`config.mk`:
```
export PLATFORM = sky130hd
export DESIGN_NAME = jlgr_ctrl
export DESIGN_NICKNAME = d
export VERILOG_FILES = /design/src/rtl/jlgr_pkg.sv /design/src/rtl/jlgr_ctrl.sv
export SDC_FILE = /design/constraint.sdc
export NUM_CORES = 1
export LEC_CHECK = 0
export BUFFER_PORTS_ARGS = -buffer_cell sky130_fd_sc_hd__buf_4
export CAP_MARGIN = 0
export CORE_AREA = 2 2 39 41
export CTS_CLUSTER_SIZE = 28
export DETAILED_ROUTE_END_ITERATION = 6
export DIE_AREA = 0 0 41 43
export GPL_ROUTABILITY_DRIVEN = 0
export GPL_TIMING_DRIVEN = 1
export HOLD_SLACK_MARGIN = 0.15
export SYNTH_ARGS = -nofsm -noshare
export SYNTH_HDL_FRONTEND = slang
export SYNTH_SLANG_ARGS = --single-unit
```
`constraint.sdc`:
```
create_clock -name clk -period 2.15 [get_ports clk]
set_input_delay 0.215 -clock clk [delete_from_list [all_inputs] [get_ports clk]]
set_output_delay 0.215 -clock clk [all_outputs]
set_load 0.02 [all_outputs]
```
`src/rtl/jlgr_pkg.sv`:
```
`timescale 1ns / 1ps
// ----------------------------------------------------------------------------
// jlgr_pkg
// Shared types and constants of the Jacobi grid relaxer: request codes,
// configuration register indexes, controller states and the command and
// status bundles between controller and datapath.
// ----------------------------------------------------------------------------
package jlgr_pkg;

  localparam int REQ_W       = 2;
  localparam int CFG_IDX_W   = 2;
  localparam int CELL_W      = 32;
  localparam int TIME_W      = 48;
  localparam int STEP_W      = 32;
  localparam int SIZE_W      = 7;
  localparam int ADDR_FLD_W  = 6;
  localparam int IN_TDATA_W  = 48;
  localparam int OUT_TDATA_W = 88;

  typedef enum logic [REQ_W-1:0] {
    REQ_INIT  = 2'd0,
    REQ_WRITE = 2'd1,
    REQ_READ  = 2'd2,
    REQ_SWEEP = 2'd3
  } req_t;

  localparam logic [CFG_IDX_W-1:0] CFG_COLS = 2'd0;
  localparam logic [CFG_IDX_W-1:0] CFG_ROWS = 2'd1;
  localparam logic [CFG_IDX_W-1:0] CFG_STEP = 2'd2;

  localparam logic [SIZE_W-1:0] COLS_RST = 7'd10;
  localparam logic [SIZE_W-1:0] ROWS_RST = 7'd20;
  localparam logic [STEP_W-1:0] STEP_RST = 32'd65536;

  typedef enum logic [2:0] {
    ST_IDLE,
    ST_DISPATCH,
    ST_INIT,
    ST_SWEEP,
    ST_DRAIN,
    ST_ACCESS,
    ST_DONE
  } state_t;

  typedef struct packed {
    logic load_req;
    logic cnt_clr;
    logic cnt_adv;
    logic init_wr;
    logic sweep_rd;
    logic cell_wr;
    logic cell_rd;
    logic time_clr;
    logic time_add;
    logic out_load;
  } ctrl_cmd_t;

  typedef struct packed {
    req_t req;
    logic col_last;
    logic row_last;
    logic pipe_busy;
  } dp_stat_t;

endpackage

```
`src/rtl/jlgr_ctrl.sv`:
```
`timescale 1ns / 1ps
// ----------------------------------------------------------------------------
// jlgr_ctrl
// Request sequencer: takes one transaction at a time, steps the datapath
// through initialize, sweep or cell access, and owns the result valid flag.
// ----------------------------------------------------------------------------
module jlgr_ctrl import jlgr_pkg::*; (
  input  logic      clk,
  input  logic      rst,
  input  logic      in_valid,
  output logic      in_ready,
  output logic      out_valid,
  input  logic      out_ready,
  input  dp_stat_t  stat,
  output ctrl_cmd_t cmd
);

  state_t state, state_next;

  always_ff @(posedge clk) begin
    if (rst) begin
      state <= ST_IDLE;
    end else begin
      state <= state_next;
    end
  end

  always_ff @(posedge clk) begin
    if (rst) begin
      out_valid <= 1'b0;
    end else if (cmd.out_load) begin
      out_valid <= 1'b1;
    end else if (out_ready) begin
      out_valid <= 1'b0;
    end
  end

  always_comb begin
    state_next = state;
    cmd        = '0;
    in_ready   = 1'b0;
    case (state)
      ST_IDLE: begin
        in_ready = 1'b1;
        if (in_valid) begin
          cmd.load_req = 1'b1;
          cmd.cnt_clr  = 1'b1;
          state_next   = ST_DISPATCH;
        end
      end
      ST_DISPATCH: begin
        case (stat.req)
          REQ_INIT: begin
            cmd.time_clr = 1'b1;
            state_next   = ST_INIT;
          end
          REQ_SWEEP: begin
            cmd.time_add = 1'b1;
            state_next   = ST_SWEEP;
          end
          default: begin
            state_next = ST_ACCESS;
          end
        endcase
      end
      ST_INIT: begin
        cmd.init_wr = 1'b1;
        cmd.cnt_adv = 1'b1;
        if (stat.col_last && stat.row_last) begin
          state_next = ST_DONE;
        end
      end
      ST_SWEEP: begin
        cmd.sweep_rd = 1'b1;
        cmd.cnt_adv  = 1'b1;
        if (stat.col_last && stat.row_last) begin
          state_next = ST_DRAIN;
        end
      end
      ST_DRAIN: begin
        // hold until the last stencil write has landed
        if (!stat.pipe_busy) begin
          state_next = ST_DONE;
        end
      end
      ST_ACCESS: begin
        cmd.cell_wr = (stat.req == REQ_WRITE);
        cmd.cell_rd = (stat.req == REQ_READ);
        state_next  = ST_DONE;
      end
      ST_DONE: begin
        if (!out_valid || out_ready) begin
          cmd.out_load = 1'b1;
          state_next   = ST_IDLE;
        end
      end
      default: begin
        state_next = ST_IDLE;
      end
    endcase
  end

endmodule

```
==> summary.txt <==
Status
  • Status: finished clean

Synth
  • Synthesized area: 432.9 um2
  • Mapped Avg Cell Area: 9.620 um2
  • #FFs+latches synth: 4
  • Yosys warns: 0
  • Syn Inst Count: 45
  • Part of the Yosys area used for sequential elements: 0.1850
  • Synthesized Nets: 58
  • Netlist cell types: 25

Detailed routing
  • Drt drc: 0
  • DR iter-0 viols: 4
  • Post-route ant nets: 0
  • Post-detailed-route wirelength per cell: 9.778 um
  • Final wirelength: 792 um
  • Detailed-route via count: 372
  • DR vias/cell: 4.593
  • First drt pass iteration count: 4

Timing
  • Max-slew violations: 0
  • Worst-margin pin slew: 0.4210 ns
  • Max_slew headroom: 0.7121
  • Setup TNS Final: 0 ns
  • Fin. Hold Viols: 0
  • Post-route clock period utilization: 0.7650
  • Final Critical Period: 1.645 ns
  • Peak Freq: 608.0 MHz
  • RSZ-0062 raised after global routing: no
  • Worst hold margin: 0.1890 ns
  • Clock Skew: 0.001873 ns
  • Setup Viol. Count Final: 0

CTS
  • Clk buf depth: 2
  • Post-CTS Setup Repair Bufs: 0
  • Root Buffer: clkbuf_4
  • Worst-path clk slew: 0.04 ns
  • Clk sink count: 4
  • CTS H-Tree Depth: 1
  • Hold-fix buffers, CTS: 0
  • CTS Buf Count: 3
  • CTS resizes: 0
  • CTS tree: done
  • Worst-skew pair later-pin latency: 0.23 ns

Power
  • Flop pwr share: 0.257
  • Pleak: 0.2976 nW
  • Maximum vdd drop: 379.0 uV
  • Sw Share: 0.4301
  • Switching power: 0.2614 mW
  • Cell-internal power: 0.3464 mW
  • Combinational fraction of design power: 0.586
  • Power after layout: 0.6078 mW
  • Pwr Density: 1021 mW/mm2
  • Clock network power share: 0.157

Setup path
  • Worst R2R Start: state[2]
  • WP data required: 1.93 ns
  • Arr. time, crit path: 1.43 ns
  • Worst reg2reg path endpoint: state[0]
  • Cell depth of the worst flop-to-flop path: 4
  • Crit Path Max Fanout: 10
  • CP Class: flop to primary output
  • Nature of the critical path endpoint: primary output
  • Reg2reg setup slack: 0.67 ns
  • Startpoint Class: flop

GRT
  • Largest net degree at the start of global routing: 12
  • All-layer global routing usage: 0.1004
  • Grt total ovfl: 0
  • Initial antenna violation count: 0
  • First-pass GRT wire length: 1.228 mm
  • Vias in the first global route: 306

Layout
  • Share of layout cells above drive strength 1: 0.4923
  • Final net count: 80
  • Number of fill cells: 134
  • Most common cell after layout, fill and taps aside: buf_4
  • Most frequent cells in the layout: buf_4 (20), nand2b_1 (4), nor2b_1 (4), ha_1 (4), dfxtp_1 (4)
  • Ant. Diodes: 0
  • Synth-to-Final Area Change: 37.57%
  • Non-filler cells in the finished layout: 81

Worst hold path
  • Hold Path Cell Cnt: 2
  • Hold crit path type: input pin to flop
  • Launch point of the worst hold path: rst
  • Hold endpoint: out_valid

Die
  • Die area: 0.001763 mm2
  • I/O pin count: 21
  • Die Ht: 43 um
  • Core Footprint: 0.001384 mm2
  • Die Wd: 41 um
  • Initial cell density of the core: 0.3128
  • Site row count: 14

Run
  • Max Cap Viol: 0

Placed design
  • Number of I/O port buffers: 20
  • Hpwl dp: 640.4 um
  • Placed insts: 78
==> cells by family (layout without fill, tap and decap cells) <==
group | after synthesis | after routing | synth area share
AO/OA/AOI/OAI | 8 | 8 | 0.1705
adder cells (fa/ha/maj) | 4 | 4 | 0.1156
buffers and inverters | 6 | 26 | 0.09538
flip-flops | 4 | 4 | 0.1850
multiplexers | 3 | 3 | 0.08092
AND/OR/NAND/NOR | 20 | 20 | 0.3526
==> sequential cells by signal, indices dropped and copies added, names as in the netlist <==
signal and count:
state 3, out_valid 1
==> through the flow <==
step	worst slack (ns)	utilization	cell area, um2
6_report	0.5053	0.4304	595.6
4_1_cts	0.4991	0.4304	595.6
2_1_floorplan	0.6179	-	432.9
5_1_grt	0.4345	0.4304	595.6
3_3_place_gp	0.6866	0.4141	573.1
3_5_place_dp	0.6742	0.4141	573.1
==> how the worst max path moves through the flow <==
stage / depth (start not counted) / end / slack, ns / start
2_1_floorplan: 5 / state[0] / 0.62 / state[1]
3_3_place_gp: 3 / state[0] / 0.69 / state[1]
3_5_place_dp: 4 / state[0] / 0.67 / state[2]
4_1_cts: 3 / cmd[6] / 0.50 / state[1]
5_1_grt: 3 / cmd[6] / 0.43 / state[1]
6_report: 3 / cmd[6] / 0.51 / state[1]
==> critical path: stages, from the launching register on <==
cell and delay [ns]:
dfxtp_1 0.54, nor2b_2 0.29, nor2b_1 0.20, buf_4 0.17
==> area by class of cell <==
type                            instances  area [um2]  area share
Inverter                                3       11.26     0.01891
Timing Repair Buffer                   20       150.1      0.2521
Tap cell                               16       20.02     0.03361
Multi-Input combinational cell         35       311.5      0.5231
Sequential cell                         4       80.08      0.1345
Clock buffer                            3       22.52     0.03782
==> synthesized netlist by cell type (all sizes together) <==
| library cell | count | share of area |
|---|---|---|
| nand2 | 1 | 0.0087 |
| nor2b | 5 | 0.078 |
| dfxtp | 4 | 0.18 |
| inv | 3 | 0.026 |
| a211o | 1 | 0.023 |
| nand2b | 4 | 0.058 |
| ha | 4 | 0.12 |
| mux2 | 1 | 0.035 |
| and2 | 2 | 0.029 |
| o211ai | 1 | 0.049 |
| buf | 3 | 0.069 |
| and3 | 4 | 0.064 |
| nand3b | 1 | 0.017 |
| nor3 | 1 | 0.023 |
| a2111oi | 1 | 0.020 |
| or2b | 1 | 0.017 |
| a211oi | 1 | 0.017 |
| a21oi | 3 | 0.043 |
| o21bai | 1 | 0.017 |
| mux2i | 2 | 0.046 |
| nor4bb | 1 | 0.058 |
==> per-layer routing <==
metal	global-route usage	wire, um	vias to the layer above
met5	0	0	-
met4	0.04000	0	0
met3	0.03141	61	0
met2	0.1500	395	12
met1	0.1286	335	165
li1	-	-	195
==> power by group through the flow <==
stage | logic (mW) | clock network (mW) | registers, mW
finish | 0.356 | 0.0955 | 0.156
global route | 0.388 | 0.100 | 0.165
CTS | 0.361 | 0.0958 | 0.156
detailed placement | 0.359 | 0 | 0.158
global placement | 0.362 | 0 | 0.159
floorplan | 0.309 | 0 | 0.124
Power figures use the tool's default switching activity.
